<file path="config.mk">
export PLATFORM = sky130hd
export DESIGN_NAME = lat_next_row
export DESIGN_NICKNAME = d
export VERILOG_FILES = /design/src/lat_pkg.sv /design/src/lat_next_row.sv
export SDC_FILE = /design/constraint.sdc
export NUM_CORES = 2
export LEC_CHECK = 0
export BUFFER_PORTS_ARGS = -buffer_cell sky130_fd_sc_hd__buf_2
export CORE_MARGIN = 3
export CORE_UTILIZATION = 55
export DETAILED_ROUTE_END_ITERATION = 16
export GPL_ROUTABILITY_DRIVEN = 0
export PLACE_DENSITY = 0.79
export SLEW_MARGIN = 20
export SYNTH_ARGS = -nofsm -noshare
export SYNTH_HDL_FRONTEND = slang
export SYNTH_SLANG_ARGS = --single-unit
export TNS_END_PERCENT = 20
</file>
<file path="constraint.sdc">
create_clock -name vclk -period 6.3
set_input_delay 0 -clock vclk [all_inputs]
set_output_delay 0 -clock vclk [all_outputs]
set_load 0.005 [all_outputs]
</file>
<file path="src/lat_pkg.sv">
// ----------------------------------------------------------------------------
// lat_pkg: shared definitions for the toroidal life automaton
// Operation codes, configuration register indexes, field widths, default
// grid dimensions, the sequencer state type and the row cell control bundle.
// ----------------------------------------------------------------------------
package lat_pkg;

  // Default grid dimensions.
  localparam int MAX_ROWS_DEF = 32;
  localparam int MAX_COLS_DEF = 128;

  // Field widths of the input, output and configuration ports.
  localparam int OP_W       = 2;
  localparam int ROW_W      = 5;
  localparam int COL_W      = 7;
  localparam int ROWS_CFG_W = 6;
  localparam int COLS_CFG_W = 8;
  localparam int CFG_W      = 8;
  localparam int CFG_IDX_W  = 1;

  // Operation codes.
  localparam logic [OP_W-1:0] OP_WRITE = 2'd0;
  localparam logic [OP_W-1:0] OP_READ  = 2'd1;
  localparam logic [OP_W-1:0] OP_GEN   = 2'd2;

  // Configuration register indexes.
  localparam logic [CFG_IDX_W-1:0] CFG_ROWS_USED = 1'b0;
  localparam logic [CFG_IDX_W-1:0] CFG_COLS_USED = 1'b1;

  // Configuration reset values.
  localparam logic [ROWS_CFG_W-1:0] ROWS_USED_RST = 6'd25;
  localparam logic [COLS_CFG_W-1:0] COLS_USED_RST = 8'd80;

  typedef enum logic {
    ST_IDLE,
    ST_GEN
  } lat_state_t;

  // Per-row control from the sequencer.
  typedef struct packed {
    logic shift;
    logic wr;
    logic val;
  } cell_ctl_t;

endpackage

</file>
<file path="src/lat_next_row.sv">
// ----------------------------------------------------------------------------
// lat_next_row: next-generation rule for one row
// Counts the eight neighbors of each column in use from the rows above, at and
// below, wrapping at the last column in use, and applies the rules; others keep mid.
// ----------------------------------------------------------------------------
module lat_next_row #(
  parameter int MAX_COLS = lat_pkg::MAX_COLS_DEF
) (
  input  logic [MAX_COLS-1:0]           up,
  input  logic [MAX_COLS-1:0]           mid,
  input  logic [MAX_COLS-1:0]           down,
  input  logic [$clog2(MAX_COLS+1)-1:0] ncols,
  output logic [MAX_COLS-1:0]           fresh
);
  import lat_pkg::*;

  localparam int CIDX_W = $clog2(MAX_COLS);
  localparam int CCNT_W = $clog2(MAX_COLS + 1);

  logic [CIDX_W-1:0] last_col;
  logic              up_last;
  logic              mid_last;
  logic              down_last;

  assign last_col  = CIDX_W'(ncols - CCNT_W'(1));
  assign up_last   = up[last_col];
  assign mid_last  = mid[last_col];
  assign down_last = down[last_col];

  always_comb begin
    logic       ul, ml, dl, ur, mr, dr;
    logic [3:0] n;
    fresh = mid;
    for (int c = 0; c < MAX_COLS; c++) begin
      // Column zero wraps to the last column in use, and the last one to zero.
      if (c == 0) begin
        ul = up_last;
        ml = mid_last;
        dl = down_last;
      end else begin
        ul = up[(c + MAX_COLS - 1) % MAX_COLS];
        ml = mid[(c + MAX_COLS - 1) % MAX_COLS];
        dl = down[(c + MAX_COLS - 1) % MAX_COLS];
      end
      if (32'(c) + 32'd1 == 32'(ncols)) begin
        ur = up[0];
        mr = mid[0];
        dr = down[0];
      end else begin
        ur = up[(c + 1) % MAX_COLS];
        mr = mid[(c + 1) % MAX_COLS];
        dr = down[(c + 1) % MAX_COLS];
      end
      n = 4'(ul) + 4'(up[c]) + 4'(ur) + 4'(ml) + 4'(mr)
        + 4'(dl) + 4'(down[c]) + 4'(dr);
      if (32'(c) < 32'(ncols)) begin
        if (mid[c]) begin
          fresh[c] = (n == 4'd2) || (n == 4'd3);
        end else begin
          fresh[c] = (n == 4'd3);
        end
      end
    end
  end

endmodule

</file>
=== After elaboration in Yosys (flattened, before gate mapping) ===
Cells that the tools add are included.

* Logic and storage cells: 2,180
* Input port bits: 392
* Output and inout port bits: 128
* Register bits after elaboration: 0

* Reductions and logical operators: 128
* Equality and inequality tests: 383
* Add/subtract/negate cells: 897
* Muxes and demuxes: 643
* $lt $le $gt $ge: 129

{| class="wikitable"
|+ Operators with widths
! operator !! number
|-
| $add A4 B1 Y4 || 512
|-
| $eq A4 B2 Y1 const B || 256
|-
| $mux W1 || 640
|-
| $add A3 B1 Y4 || 128
|-
| $eq A7 B8 Y1 const A || 64
|-
| $lt A7 B8 Y1 const A || 64
|-
| $add A2 B1 Y3 || 128
|-
| $add A1 B1 Y2 || 128
|-
| $eq A6 B8 Y1 const A || 32
|-
| $lt A6 B8 Y1 const A || 32
|-
| $eq A5 B8 Y1 const A || 16
|-
| $logic_or A1 B1 Y1 || 128
|-
| $lt A5 B8 Y1 const A || 16
|-
| $eq A4 B8 Y1 const A || 8
|-
| $lt A4 B8 Y1 const A || 8
|-
| $eq A3 B8 Y1 const A || 4
|-
| $lt A3 B8 Y1 const A || 4
|-
| $bmux W1 S7 || 3
|-
| $eq A2 B8 Y1 const A || 2
|-
| $lt A1 B8 Y1 const A || 2
|-
| $lt A2 B8 Y1 const A || 2
|-
| $eq A1 B8 Y1 const A || 1
|-
| $lt A7 B8 Y1 const B || 1
|-
| $sub A7 B1 Y7 const B || 1
|}

=== Depth between registers and ports, before layout ===
* Depth after elaboration: 14
* Mapped depth: 25
* Depth with buffers taken out: 19

=== Worst setup path after synthesis ===
No wires, ideal clock.

* Path type: input to output
* From: in ncols[0]
* To: out fresh[0]
* Buffers on the path: 7
* Stages: 24
* Arrival: 5.356 ns
* Setup slack: 0.944 ns
* Data required time: 6.300 ns
* Cell sequence: buf_6 buf_6 buf_6 buf_6 inv_1 ha_1 buf_2 clkbuf_1 clkbuf_1 mux4_2 mux2i_1 o2bb2ai_1 nor3_1 or4_1 fa_1 inv_1 fa_1 fa_1 inv_1 ha_1 fa_1 o21ai_0 nand2_1 a21oi_1

* Longest elaborated chain between the ends: 14
* Elaborated cells on any way between the ends: 24
* Classes of those cells: 8 x add/sub; 1 x order compare; 3 x eq/ne; 11 x mux; 1 x reduce/logical

{| class="wikitable"
|+ RTL lines
! what !! RTL line !! source
|-
| start, declared || lat_next_row.sv:12 || <nowiki>input logic [$clog2(MAX_COLS+1)-1:0] ncols,</nowiki>
|-
| $sub A7 B1 Y7 || lat_next_row.sv:25 || <nowiki>assign last_col = CIDX_W'(ncols - CCNT_W'(1));</nowiki>
|-
| $bmux W1 S7 || lat_next_row.sv:26 || <nowiki>assign up_last = up[last_col];</nowiki>
|-
| $mux W1 (implied by the code) || lat_next_row.sv:26 ||
|-
| $add A1 B1 Y2 || lat_next_row.sv:54 || <nowiki>n = 4'(ul) + 4'(up[c]) + 4'(ur) + 4'(ml) + 4'(mr)</nowiki>
|-
| $add A2 B1 Y3 || lat_next_row.sv:54 ||
|-
| $add A3 B1 Y4 || lat_next_row.sv:54 ||
|-
| $add A4 B1 Y4 || lat_next_row.sv:54 ||
|-
| $add A4 B1 Y4 (3 in a row) || lat_next_row.sv:55 || <nowiki>+ 4'(dl) + 4'(down[c]) + 4'(dr);</nowiki>
|-
| $eq A4 B2 Y1, on equally long branches || lat_next_row.sv:58, lat_next_row.sv:60 ||
|-
| $logic_or A1 B1 Y1 || lat_next_row.sv:58 || <nowiki>fresh[c] = (n == 4'd2) || (n == 4'd3);</nowiki>
|-
| $mux W1 || lat_next_row.sv:57 || <nowiki>if (mid[c]) begin</nowiki>
|-
| $mux W1 (*) || lat_next_row.sv:56 || <nowiki>if (32'(c) < 32'(ncols)) begin</nowiki>
|-
| end, declared || lat_next_row.sv:13 || <nowiki>output logic [MAX_COLS-1:0] fresh</nowiki>
|}

Every way passes the cells marked *; elsewhere a longest branch is shown, timed or not. The select of a mux whose other input is x is not followed.

=== Worst setup path in the final report ===
Same ends and word-level chain as after synthesis.

==> key figures <==
Yosys
  – Post-synth top area cell: fa_1
  – Mapped cell area: 29390 µm²
  – Commonest cells in the netlist: 512 x fa_1, 428 x a21oi_1, 403 x inv_1
  – Unique masters post-synth: 39
  – Yosys top cell area share: 0.3488
  – Syn Nets: 4480
  – Sequential share of the synthesized area: 0
  – Syn avg cell area: 9.222 µm²
  – Syn. warnings: 0
  – Top post-synthesis cells by area: fa_1 35%, ha_1 17%, mux2i_1 9.1%
  – Post-Syn Instances: 3187
  – Most frequent cell after synthesis: fa_1

Finish
  – Final cell count without fillers: 4334
  – Clock buffer cells: 0
  – Layout cells sized above 1: 0.2067
  – Layout fillers: 4528
  – Reg area: 0 µm²
  – Area grow syn2layout: 11.39%
  – FF+latch count: 0
  – Area of the multi-input gates: 27400 µm²
  – Nets: 4924

Min path
  – Worst min-delay path class: input port to output port
  – Hold Crit Depth: 4
  – Worst Hold Endpoint: fresh[17]
  – Hold Crit Start: mid[17]

Power
  – Worst IR Drop VDD: 0.08875 mV
  – Sw Ratio: 0.5704
  – Clk pwr share: 0
  – Pwr dens: 148.9 nW/µm²
  – Switching Power: 2.780 mW
  – LEAKAGE: 15.88 nW
  – Internal Dissipation: 2.094 mW
  – Final Power: 4.875 mW
  – Flop pwr share: 0
  – Logic pwr share: 1.000

STA
  – Worst-Margin Slew: 1.181 ns
  – Final hold vios: 0
  – Setup WS post-layout: 0.6740 ns
  – Final Slew Violations: 0
  – Maximum clock rate: 0.1777 GHz
  – Period utilisation layout: 0.8930
  – Min cycle time layout: 5.626 ns
  – RSZ-0062 raised after global routing: no
  – Slew headroom: 0.2101
  – Setup violations, final: 0
  – Setup_tns: 0 ns

Detailed routing
  – TritonRoute pass-1 iters: 8
  – Total wire length: 109300 µm
  – Routed wire per std cell: 25.22 µm
  – Via count: 27920
  – ANT nets after route: 0
  – Vias per cell: 6.442
  – DRC Markers: 0
  – Initial DRC Count: 2791

GRT
  – Grt peak-use layer: met2
  – Met3 usage: 0.1073
  – Largest net degree at the start of global routing: 69
  – Initial antenna violation count: 32
  – Number of global-route vias before repair: 28290
  – Grt met1 use: 0.4745
  – Met2 Track Usage GR: 0.6149
  – First-pass GRT wire length: 165600 µm
  – GRT Util Overall: 0.3844
  – Grt ovf: 0

Critical path
  – Crit. End Element: output port
  – CP Launch Type: input port
  – Data required, critical path: 6.30 ns
  – Critical path peak fanout: 19
  – WP data arrival: 5.63 ns
  – Critical path class: input port to output port

Placement
  – Port Buffers: 520
  – # placed instances: 4317
  – DP HPWL: 90840 µm
  – Worst slack, placed: 0.8167 ns

Floorplanning
  – Core area: 52760 µm²
  – Die H: 237.2 µm
  – Number of I/O pins: 520
  – DIE AREA: 56240 µm²
  – Initial core utilization: 0.5570
  – Cell row count: 84
  – Die Wd: 237.2 µm

Run
  – Max-cap violations: 0

Clock tree
  – Resized Gates After CTS: 0
  – # hold bufs at CTS: 0
  – Post-CTS setup buffer count: 0

Status
  – Status: completed
## critical path, cell delays in order
cell	delay (ns)
buf_6	0.12
inv_1	0.14
ha_4	0.56
buf_4	0.29
mux4_2	0.34
mux2i_1	0.31
o2bb2ai_1	0.15
nor3_1	0.14
or4_1	0.57
fa_1	0.50
inv_1	0.06
fa_1	0.51
fa_1	0.54
inv_1	0.04
ha_1	0.22
fa_1	0.39
o21ai_0	0.17
nand2_1	0.07
a21oi_1	0.29
buf_2	0.18
## per-layer routing
metal	vias up	part of all wire
met3	516	0.12
met2	1866	0.45
met5	-	0.0017
met4	30	0.071
li1	12000	-
met1	13510	0.35
## metrics by stage
stage,instance area [µm²],hold slack [ns],utilization
final,32740,0.3674,0.6205
after global routing,32720,0.4008,0.6201
after global placement,32700,0.3637,0.6197
after CTS,32700,0.3643,0.6197
after detailed placement,32700,0.3598,0.6197
after floorplan,29390,0.08910,-
## kinds of logic (layout without fill, tap and decap cells)
group / count (synthesis) / after routing / synth area share
buffers and inverters: 517 / 959 / 0.06939
AND/OR/NAND/NOR: 604 / 604 / 0.08825
adder cells (fa/ha/maj): 901 / 901 / 0.5144
multiplexers: 459 / 459 / 0.2031
other: 0 / 17 / 0
AO/OA/AOI/OAI: 701 / 701 / 0.1231
XOR/XNOR: 5 / 5 / 0.001746
## how the worst max path moves through the flow
stage,start,to,cells after the start
4_1_cts,ncols[0],fresh[0],20
6_report,ncols[0],fresh[0],20
3_3_place_gp,ncols[0],fresh[0],20
3_5_place_dp,ncols[0],fresh[0],20
2_1_floorplan,ncols[0],fresh[0],24
5_1_grt,ncols[0],fresh[0],20
## power groups by stage
stage          combinational (mW)  sequential, mW    clock (mW)
2_1_floorplan                3.23               0             0
3_3_place_gp                 4.57               0             0
6_report                     4.87               0  0.0000000889
5_1_grt                      5.54               0   0.000000170
3_5_place_dp                 4.80               0             0
4_1_cts                      4.82               0             0
## layout make-up
cell class / instances / area share
well taps: 688 / 0.02629
inverters: 404 / 0.04636
multi-input cells: 2670 / 0.8370
diodes: 17 / 0.001299
repair buffers: 555 / 0.08901
## cell usage in the layout, fill, tap and decap left out, types with 5 or more instances in the layout
master / count
mux2_2: 97
mux2i_1: 266
a31oi_1: 17
buf_4: 34
or2_2: 5
o21ai_0: 220
nor3_1: 15
ha_1: 388
nand2_1: 279
fa_1: 512
buf_2: 517
diode_2: 17
nand3_1: 159
o2bb2ai_1: 12
nor2b_1: 6
inv_1: 402
o22ai_1: 12
nor2_1: 105
o21bai_1: 5
nand2b_1: 15
a21oi_1: 425
mux4_1: 14
mux4_2: 82
No activity file was read; power rests on OpenSTA's default activity.
