--- src/lat_pkg.sv ---
// ----------------------------------------------------------------------------
// lat_pkg: shared definitions for the toroidal life automaton
// Operation codes, configuration register indexes, field widths, default
// grid dimensions, the sequencer state type and the row cell control bundle.
// ----------------------------------------------------------------------------
package lat_pkg;

  // Default grid dimensions.
  localparam int MAX_ROWS_DEF = 32;
  localparam int MAX_COLS_DEF = 128;

  // Field widths of the input, output and configuration ports.
  localparam int OP_W       = 2;
  localparam int ROW_W      = 5;
  localparam int COL_W      = 7;
  localparam int ROWS_CFG_W = 6;
  localparam int COLS_CFG_W = 8;
  localparam int CFG_W      = 8;
  localparam int CFG_IDX_W  = 1;

  // Operation codes.
  localparam logic [OP_W-1:0] OP_WRITE = 2'd0;
  localparam logic [OP_W-1:0] OP_READ  = 2'd1;
  localparam logic [OP_W-1:0] OP_GEN   = 2'd2;

  // Configuration register indexes.
  localparam logic [CFG_IDX_W-1:0] CFG_ROWS_USED = 1'b0;
  localparam logic [CFG_IDX_W-1:0] CFG_COLS_USED = 1'b1;

  // Configuration reset values.
  localparam logic [ROWS_CFG_W-1:0] ROWS_USED_RST = 6'd25;
  localparam logic [COLS_CFG_W-1:0] COLS_USED_RST = 8'd80;

  typedef enum logic {
    ST_IDLE,
    ST_GEN
  } lat_state_t;

  // Per-row control from the sequencer.
  typedef struct packed {
    logic shift;
    logic wr;
    logic val;
  } cell_ctl_t;

endpackage

--- src/lat_row_cell.sv ---
// ----------------------------------------------------------------------------
// lat_row_cell: one grid row of the automaton
// Holds one row of cells. During a generation it takes the row handed up by
// its neighbor in the chain; otherwise it can have a single cell written.
// ----------------------------------------------------------------------------
module lat_row_cell #(
  parameter int MAX_COLS = lat_pkg::MAX_COLS_DEF
) (
  input  logic                        clk,
  input  logic                        rst_n,
  input  lat_pkg::cell_ctl_t          ctl,
  input  logic [$clog2(MAX_COLS)-1:0] wr_col,
  input  logic [MAX_COLS-1:0]         shift_in,
  output logic [MAX_COLS-1:0]         row
);
  import lat_pkg::*;

  logic [MAX_COLS-1:0] row_r;

  always_ff @(posedge clk) begin
    if (!rst_n) begin
      row_r <= '0;
    end else if (ctl.shift) begin
      row_r <= shift_in;
    end else if (ctl.wr) begin
      row_r[wr_col] <= ctl.val;
    end
  end

  assign row = row_r;

endmodule

--- config.mk ---
export PLATFORM = sky130hd
export DESIGN_NAME = lat_row_cell
export DESIGN_NICKNAME = d
export VERILOG_FILES = /design/src/lat_pkg.sv /design/src/lat_row_cell.sv
export SDC_FILE = /design/constraint.sdc
export NUM_CORES = 1
export LEC_CHECK = 0
export BUFFER_PORTS_ARGS = -buffer_cell sky130_fd_sc_hd__buf_2
export CAP_MARGIN = 20
export CELL_PAD_IN_SITES_DETAIL_PLACEMENT = 0
export CELL_PAD_IN_SITES_GLOBAL_PLACEMENT = 1
export CORE_MARGIN = 3
export CORE_UTILIZATION = 38
export CTS_BUF_LIST = sky130_fd_sc_hd__clkbuf_8 sky130_fd_sc_hd__clkbuf_16
export DETAILED_ROUTE_END_ITERATION = 10
export GPL_TIMING_DRIVEN = 0
export MAX_ROUTING_LAYER = met4
export PLACE_DENSITY = 0.84
export SLEW_MARGIN = 20
export SYNTH_ARGS = -nofsm -noshare
export SYNTH_HDL_FRONTEND = slang
export SYNTH_SLANG_ARGS = --single-unit
export TNS_END_PERCENT = 30
--- constraint.sdc ---
create_clock -name clk -period 3.66 [get_ports clk]
set_input_delay 0.549 -clock clk [delete_from_list [all_inputs] [get_ports clk]]
set_output_delay 0.549 -clock clk [all_outputs]
set_load 0.1 [all_outputs]
=== Yosys cells after proc, flatten, opt, wreduce, memory -nomap -nowiden ===
Index checks and enable logic that the tools add are counted.
Widths: inputs -> output; s select.

* Magnitude comparators: 2
* Mux-type cells: 5
* Reduce and logical (&&, ||, !) cells: 2

{| class="wikitable"
|+ Operators by type and width
! operator !! count
|-
| $mux 128 || 2
|-
| $bwmux 128 || 1
|-
| $lt 7x8->1 const B || 1
|-
| $demux 1 s7 || 1
|-
| $ge 7x1->1 const B || 1
|-
| $reduce_bool 2->1 || 1
|-
| $logic_and 1x1->1 || 1
|-
| $mux 1 || 1
|}

* Output and inout bits: 128
* Register bits after elaboration: 128
* Input port bits: 140
* Logic and storage cells: 10

=== Logic depth before layout (Yosys ltp) ===
Gate-level depths: netlist of run 1.

* Word-level depth: 7
* Mapped depth: 6
* Mapped depth without buffers: 3

=== Worst setup path before layout of run 1 ===
OpenSTA, ideal clock, no wires.

* Path type: input port to flip-flop
* Start point: input port wr_col[3]
* End point: register row_r[22], in the netlist row[22]
* Path slack: 1.994 ns
* Buffers on the path: 2
* Required time: 3.569 ns
* Arrival time: 1.575 ns
* Setup time: 0.091 ns
* Stages: 5
* Cells stage by stage: buf_6 > nor4b_4 > buf_6 > a211oi_1 > a311oi_1

* Word-level cells in the longest chain between the ends: 7
* Elaborated cells between the ends (all ways): 8
* Those cells by class: order compare: 2; mux: 5; reduce/logical: 1

{| class="wikitable"
|+ RTL lines
! item !! line !! RTL
|-
| from (decl) || lat_row_cell.sv:12 || <nowiki>input logic [$clog2(MAX_COLS)-1:0] wr_col,</nowiki>
|-
| $lt 7x8->1 (implied by the code) or $ge 7x1->1 (tied branches) || lat_row_cell.sv:26 || <nowiki>row_r[wr_col] <= ctl.val;</nowiki>
|-
| $logic_and 1x1->1 (implied by the code) || lat_row_cell.sv:26 ||
|-
| $mux 1 (implied by the code) || lat_row_cell.sv:26 ||
|-
| $demux 1 s7 (*) || lat_row_cell.sv:26 ||
|-
| $bwmux 128 (*) || lat_row_cell.sv:26 ||
|-
| $mux 128 (*) || lat_row_cell.sv:25 || <nowiki>end else if (ctl.wr) begin</nowiki>
|-
| $mux 128 (*) || lat_row_cell.sv:23 || <nowiki>end else if (ctl.shift) begin</nowiki>
|-
| to (signal assigned) || lat_row_cell.sv:24 || <nowiki>row_r <= shift_in;</nowiki>
|-
| to (signal, indexed assignment) || lat_row_cell.sv:26 ||
|-
| to (decl) || lat_row_cell.sv:18 || <nowiki>logic [MAX_COLS-1:0] row_r;</nowiki>
|}

Every way passes the cells marked *; elsewhere a longest branch is shown, timed or not. The select of a mux whose other input is x is not followed.
A chain may end at the register's enable or synchronous reset.

=== Worst setup path in the final report of run 1 ===
* Start point: input port ctl[2] in the netlist's numbering
* End point: register row_r[73], in the netlist row[73]

* Word-level cells in the longest chain between the ends: 1
* Elaborated cells between the ends (all ways): 2
* Those cells by class: mux: 1; reduce/logical: 1

{| class="wikitable"
|+ RTL lines
! item !! line !! RTL
|-
| from (decl) || lat_row_cell.sv:11 || <nowiki>input lat_pkg::cell_ctl_t ctl,</nowiki>
|-
| $mux 128 or $reduce_bool 2->1 (tied branches) || n/a ||
|}

Parallel ways exist; a longest one is shown, timed or not.

==> results_dict.tcl, run 1 <==
set metrics [dict create \
    routed_wl_mm 26.5 \
    fp.dieH_um 134 \
    slowest_stage "clkbuf_1" \
    path_cells "buf_2, inv_2, clkbuf_1, clkbuf_1, o21ai_0, a311oi_1" \
    final_max_slew_viol_count 0 \
    worstMarginPinSlew_ns 1.00 \
    die_area_um2 18100 \
    leakage_nw 3.45 \
    core_area_um2 16000 \
    crit_top_cell "clkbuf_1" \
    syn_inst 656 \
    worstPathArrival_ns 2.27 \
    cp.required_ns 3.99 \
    clk_pin_slew_ns 0.06 \
    largest_reg_flops 128 \
    drc 0 \
    dr.pass1.iters 5 \
    start_kind "input port" \
    num_vias 7122 \
    fin_nets 1081 \
    setup_tns_ns 0 \
    cts_setup_buffers 0 \
    clk_latency_ns 0.42 \
    drive_above_1_share_pct 38.3 \
    cts_resized 0 \
    postSynthAreaPerCell_um2 9.55 \
    cp-end-kind "flop" \
    cts_sinks 128 \
    via_per_inst 6.10 \
    register_area_um2 2560 \
    period_share_pct 53.1 \
    cts.path.max_buffers 2 \
    nFillCells 1583 \
    die_x_um 134 \
    cp_top_family "buffers and inverters" \
    status "completed" \
    ys.flop_type "dfxtp_1" \
    skew_ns 0 \
    seq_area_frac_synth_pct 40.9 \
    drtIter0Drc 604 \
    finalCriticalPeriod_ns 1.94 \
    syn2layout_area_growth_pct 34.0 \
    crit_type "input port to flop" \
    initial_utilization_pct 39.1 \
    ys_types 21 \
    grt_max_degree 17 \
    final_util_pct 52.5 \
    hold_buffers 0 \
    synth-seq-cells 128 \
    root_buffer "clkbuf_16" \
    grt_antenna_before_repair 1 \
    ys_warn_count 0 \
    gr-total-overflow 0 \
    hold_viol 0 \
    cts_buffers 17 \
    multi_input_area_um2 3060 \
    track_usage_pct 28.8 \
    fmax_mhz 515 \
    rows 46 \
    maxSlewHeadroom_pct 33.3 \
    ir_worst_vdd_mv 0.321 \
    port-buffer-count 266 \
    synth_top_area_share_pct 40.9 \
    num_io_pins 268 \
    synth_area_leader_cell "dfxtp_1" \
    dp_hpwl_mm 18.8 \
    max_stage_delay_ns 0.71 \
    rsz0062_at_grt "false" \
    power_density_nw_per_um2 523 \
    total_power_mw 4.39 \
    ant_nets 0 \
    grtUsageMet2_pct 43.2 \
    synth_area_um2 6260 \
    setup_viol 0 \
    tritoncts "yes" \
    ys_async_sr_fraction_pct 0 \
    grt_pass1_vias 6784 \
    grt_first_pass_wirelength_mm 39.1 \
    syn-num-nets 796 \
    critPathBufInv 4 \
    hp-class "input port to flop" \
    drv_cap 0 \
    grtUsageMet3_pct 5.96 \
    place_congestion 0.853 \
    cts_max_level 4 \
    wl_per_cell_um 22.7 \
    synth_edf_count 0 \
    use_met1_pct 37.4 \
    busiest_layer "met2" \
    yosys-top-cells-area "dfxtp_1, a311oi_1, a211oi_1" \
    worstPathMaxFanout 10 \
]
## cell usage in the layout, fill, tap and decap left out, types with 2 or more instances in the layout
| cell | n |
|---|---|
| buf_2 | 294 |
| o21ai_0 | 128 |
| a211oi_1 | 128 |
| a311oi_1 | 128 |
| dfxtp_1 | 128 |
| clkbuf_1 | 63 |
| clkbuf_16 | 17 |
| buf_6 | 14 |
| buf_4 | 10 |
| and4bb_2 | 6 |
| and4b_1 | 4 |
| nor4b_4 | 4 |
| clkbuf_8 | 4 |
| clkinv_2 | 4 |
| and4b_2 | 3 |
| nor4bb_1 | 3 |
| clkinvlp_4 | 2 |
| inv_1 | 2 |
## synth_stat cells, types with 2 or more instances
master	number
and4b_1	4
dfxtp_1	128
buf_6	14
and4b_2	3
clkbuf_8	2
buf_2	28
buf_4	10
nor4bb_1	3
o21ai_0	128
nor4b_4	4
clkbuf_1	63
a311oi_1	128
a211oi_1	128
and4bb_2	6
## power by group
part           internal, mW  leakage [nW]  total [mW]  switching, mW
clock                 0.942         0.265        1.56          0.615
sequential             1.49          1.06        1.56         0.0611
combinational         0.252          2.13        1.28           1.03
total                  2.69          3.45        4.39           1.70
## worst min-delay path, delay by kind of cell
| kind | cells | cell delay, ns |
|---|---|---|
| buffers and inverters | 1 | 0.09 |
| AOI/OAI and AO/OA | 2 | 0.17 |
## metrics by stage
| stage | hold WS, ns | worst slack (ns) | std cells | area (um^2) |
|---|---|---|---|---|
| global placement | 0.586 | 1.35 | 1138 | 7870 |
| global route | 0.455 | 1.57 | 1167 | 8390 |
| floorplan | 0.764 | 1.99 | 656 | 6260 |
| finish | 0.447 | 1.72 | 1167 | 8390 |
| CTS | 0.441 | 1.77 | 1166 | 8390 |
| detailed placement | 0.610 | 1.34 | 1138 | 7870 |
## per-layer routing
| layer | routed length (um) | share of wire [%] |
|---|---|---|
| met5 | 0 | 0 |
| met4 | 964 | 3.6 |
| met3 | 2270 | 8.6 |
| met2 | 12200 | 46 |
| met1 | 11100 | 42 |
## cell families after synthesis
logic type | count (synthesis) | synth area share, %
buf+inv | 119 | 10.3
compound gates | 384 | 43.5
flops | 128 | 40.9
simple gates | 25 | 5.31
## path summary, 6_finish.rpt
path	start	to	slack (ns)	cells after the start
worst min register to register	row[55]	row[55]	0.63	2
worst max register to register	row[27]	row[27]	2.84	2
worst min-delay path	shift_in[46]	row[46]	0.45	3
worst max-delay path	ctl[2]	row[73]	1.72	6
## final cells by class
type                            instances  share of cell area (%)
Multi-Input combinational cell        409                    36.4
Tap cell                              216                    3.22
Clock inverter                          9                   0.865
Buffer                                118                    7.65
Inverter                                1                  0.0447
Antenna cell                            1                  0.0298
Sequential cell                       128                    30.5
Clock buffer                           19                    5.40
Timing Repair Buffer                  266                    15.9
(Power assumes the default switching activity.)
==> inputs of run 2 (changes only) <==
Settings changed: ABC_AREA set to 1, CORE_UTILIZATION 38 to 31, PLACE_DENSITY 0.84 to 0.76.
Clock period 3.66 ns to 1.6 ns, I/O delays scaled along.
==> results_dict.tcl, run 2 <==
set metrics [dict create \
    status "completed" \
    dr.pass1.iters 5 \
    rsz0062_at_grt "false" \
    hold_buffers 0 \
    finalCriticalPeriod_ns 1.52 \
    synth_area_um2 8860 \
    ir_worst_vdd_mv 0.599 \
    ys_types 17 \
    cp-end-kind "output port" \
    use_met1_pct 32.6 \
    gr-total-overflow 0 \
    worstPathMaxFanout 2 \
    drive_above_1_share_pct 18.3 \
    layoutNonFillerInstCount 2345 \
    dp_slack_ns -0.313 \
    period_share_pct 94.8 \
    grt_first_pass_wirelength_mm 57.8 \
    cp.required_ns 1.36 \
    num_vias 11228 \
    postSynthAreaPerCell_um2 5.32 \
    synth-seq-cells 128 \
    sw_frac_of_total_pct 41.1 \
    grt_antenna_before_repair 5 \
    layout_setup_ws_ns 0.0833 \
    slowest_stage "buf_2" \
    drtIter0Drc 818 \
    synth.most_common_cell "nand2_1" \
    syn_inst 1665 \
    hp-start "shift_in[6]" \
    rows 61 \
    drv_cap 0 \
    seq_area_frac_synth_pct 28.9 \
    critPathBufInv 1 \
    clk_pin_slew_ns 0.06 \
    initial_utilization_pct 31.6 \
    hold_viol 0 \
    start_kind "flop" \
    maxSlewHeadroom_pct 53.8 \
    clk_latency_ns 0.43 \
    grt_max_degree 17 \
    grtUsageMet3_pct 4.69 \
    pwr-share-comb_pct 31.7 \
    wl_per_cell_um 16.3 \
    timing.hold.ws_ns 0.114 \
    ys.flop_type "dfxtp_1" \
    r2r-start "row[81]" \
    cts_sinks 128 \
    track_usage_pct 24.9 \
    cts.path.max_buffers 2 \
    ys_top_cells_by_count "nand2_1, nor2_1, dfxtp_1, inv_1" \
    ys_warn_count 0 \
    hp-class "input port to flop" \
    syn2layout_area_growth_pct 27.6 \
    power_density_nw_per_um2 1020 \
    skew_ns 0 \
    cts_max_level 4 \
    clockPowerShare_pct 37.5 \
    largest_reg_flops 128 \
    cts_setup_buffers 0 \
    syn-num-nets 1805 \
    die_area_um2 30600 \
    leakage_nw 5.95 \
    path_cells "buf_2" \
    setup_viol 0 \
    core_area_um2 28000 \
    fmax_mhz 659 \
    seqPwrFrac_pct 30.8 \
    root_buffer "clkbuf_16" \
    synth_edf_count 0 \
    via_per_inst 4.79 \
    place_congestion 0.850 \
    final_max_slew_viol_count 0 \
    grtUsageMet2_pct 39.1 \
    layout_common_cells "nand2_1, nor2_1, buf_2" \
    ys_async_sr_fraction_pct 0 \
    worstMarginPinSlew_ns 0.693 \
    ant_nets 0 \
    yosys-top-cells-area "nand2_1, dfxtp_1, nor2_1" \
    synth_area_leader_cell "nand2_1" \
    num_io_pins 268 \
    worstPathArrival_ns 1.28 \
    setup_tns_ns 0 \
    synth_top_area_share_pct 29.7 \
    crit_type "flop to output port" \
    dp.cells 2309 \
    cp_top_family "buffers and inverters" \
    routed_wl_mm 38.2 \
    fin_nets 2090 \
    cts_resized 0 \
    max_stage_delay_ns 0.45 \
    startpoint "row[81]" \
    drc 0 \
    dp_hpwl_mm 27.4 \
    port-buffer-count 266 \
    busiest_layer "met2" \
    die_x_um 175 \
    grt_pass1_vias 10505 \
    layout_commonest_cell "nand2_1" \
    cts_buffers 17 \
    tritoncts "yes" \
    p_int_mw 6.82 \
    p_sw_mw 4.75 \
    total_power_mw 11.6 \
    fp.dieH_um 175 \
]
[run 2: worst paths after layout]
check,end,slack [ns],cells after the start
setup reg to reg,row[81],0.85,3
setup / recovery,row[81],0.08,1
hold reg to reg,row[54],0.51,4
hold / removal,row[6],0.11,5
[run 2: kinds of logic after synthesis]
family | count (synthesis) | synth area share, %
flops | 128 | 28.9
buf+inv | 211 | 10.2
simple gates | 1213 | 54.5
compound gates | 113 | 6.38
[run 2: power groups by stage]
stage                     clock network, mW  logic (mW)  registers, mW
final                                  4.34        3.67           3.56
after global routing                   4.51        3.92           3.58
after CTS                              4.40        3.67           3.56
after detailed placement                  0        3.66           3.63
after global placement                    0        3.65           3.63
after floorplan                           0        1.09           5.32
[run 2: per-stage QoR]
step	instance area (um^2)	util, %
after floorplan	8860	-
after global placement	10700	38.1
after detailed placement	10700	38.1
after CTS	11300	40.3
after global routing	11300	40.4
final	11300	40.4
[run 2: final cells by class]
class / count / area (um^2)
timing repair buffer: 266 / 1330
sequential: 128 / 2560
multi-input combinational: 1326 / 5400
clock buffer: 18 / 439
inverter: 108 / 405
tap: 378 / 473
buffer: 103 / 499
fill: 3171 / 16700
antenna: 5 / 12.5
clock inverter: 13 / 188
[run 2: routing by layer]
layer	vias up	routed length [um]
met1	5060	17400
met4	0	905
met5	-	0
met3	53	2710
li1	5675	-
met2	440	17200
==> inputs of run 3 (changes only) <==
Settings changed: GPL_TIMING_DRIVEN 0 to not set.
==> results_dict.tcl, run 3 (same netlist as run 2, synthesis figures left out) <==
set metrics [dict create \
    status "completed" \
    start_kind "flop" \
    clk_latency_ns 0.43 \
    period_share_pct 94.7 \
    port-buffer-count 267 \
    setup_tns_ns 0 \
    finalCriticalPeriod_ns 1.51 \
    root_buffer "clkbuf_16" \
    leakage_nw 5.90 \
    drc 0 \
    drive_above_1_share_pct 18.0 \
    drtIter0Drc 902 \
    r2r-start "row[103]" \
    rows 61 \
    final_max_slew_viol_count 0 \
    gr-total-overflow 0 \
    critPathBufInv 1 \
    clk_pin_slew_ns 0.07 \
    crit_type "flop to output port" \
    fp.dieH_um 175 \
    rsz0062_at_grt "false" \
    final_area_um2 11200 \
    syn2layout_area_growth_pct 27.0 \
    layout_commonest_cell "nand2_1" \
    worstPathArrival_ns 1.27 \
    wl_per_cell_um 15.3 \
    cts_setup_buffers 0 \
    cp-end-kind "output port" \
    worstPathMaxFanout 2 \
    worstMarginPinSlew_ns 0.627 \
    grt_antenna_before_repair 5 \
    startpoint "row[103]" \
    ir_worst_vdd_mv 0.662 \
    core_area_um2 28000 \
    hp-start "shift_in[91]" \
    via_per_inst 4.74 \
    slowest_stage "buf_2" \
    ant_nets 0 \
    cts_resized 0 \
    num_vias 10792 \
    grt_first_pass_wirelength_mm 55.4 \
    cp.required_ns 1.36 \
    dr.pass1.iters 5 \
    power_density_nw_per_um2 1010 \
    cts_buffers 17 \
    cts_max_level 4 \
    total_power_mw 11.4 \
    hold_viol 0 \
    fmax_mhz 660 \
    die_area_um2 30600 \
    largest_reg_flops 128 \
    grt_max_degree 138 \
    grt_pass1_vias 10295 \
    tritoncts "yes" \
    track_usage_pct 23.0 \
    max_stage_delay_ns 0.46 \
    fin_nets 2024 \
    layout_setup_ws_ns 0.0853 \
    skew_ns 0 \
    maxSlewHeadroom_pct 58.2 \
    hp-class "input port to flop" \
    path_cells "buf_2" \
    layout_common_cells "nand2_1, nor2_1, buf_2" \
    placed_area_um2 10600 \
    initial_utilization_pct 31.6 \
    cts_sinks 128 \
    dp_hpwl_mm 22.9 \
    die_x_um 175 \
    place_congestion 0.801 \
    hold_buffers 0 \
    dp_slack_ns -0.0622 \
    cts.path.max_buffers 2 \
    drv_cap 0 \
    setup_viol 0 \
    num_io_pins 268 \
    routed_wl_mm 34.9 \
    cp_top_family "buffers and inverters" \
]
## run 3: changes by cell type in the layout (fill, tap and decap cells not counted), sizes merged
cell      delta
buf         -25
bufinv       -1
clkbuf      -41
clkinv       +2
clkinvlp     -1
## run 3: metal layers
layer / share of wire [%] / up-vias / wire length [um] / global-route usage [%]
met2: 45 / 355 / 15800 / 35.9
met5: 0 / - / 0 / -
met3: 5.7 / 35 / 1970 / 3.24
met1: 47 / 4866 / 16500 / 31.5
met4: 1.6 / 0 / 563 / 5.72
li1: - / 5536 / - / -
## run 3: final timing paths
path	depth (start not counted)	slack (ns)	end
setup reg to reg	3	0.87	row[103]
setup / recovery	1	0.09	row[103]
hold / removal	5	0.13	row[91]
hold reg to reg	4	0.51	row[53]
## run 3: stage by stage
step	hold WS [ns]	std cells	utilization, %
floorplan	0.452	1665	-
global placement	0.498	2243	38.0
detailed placement	0.502	2243	38.0
CTS	0.108	2274	40.1
global route	0.136	2279	40.2
finish	0.126	2279	40.2
## run 3: area by class of cell
cell class | count | area (um^2)
tap | 378 | 473
multi-input combinational | 1326 | 5410
inverter | 108 | 410
timing repair buffer | 303 | 1780
clock buffer | 18 | 439
sequential | 128 | 2560
antenna | 5 | 12.5
fill | 3167 | 16800
clock inverter | 13 | 164
## run 3: power breakdown
| part | internal, mW | total, mW | switching (mW) |
|---|---|---|---|
| registers | 3.43 | 3.57 | 0.145 |
| logic | 0.756 | 3.60 | 2.85 |
| clock network | 2.49 | 4.17 | 1.68 |
| total | 6.68 | 11.4 | 4.67 |
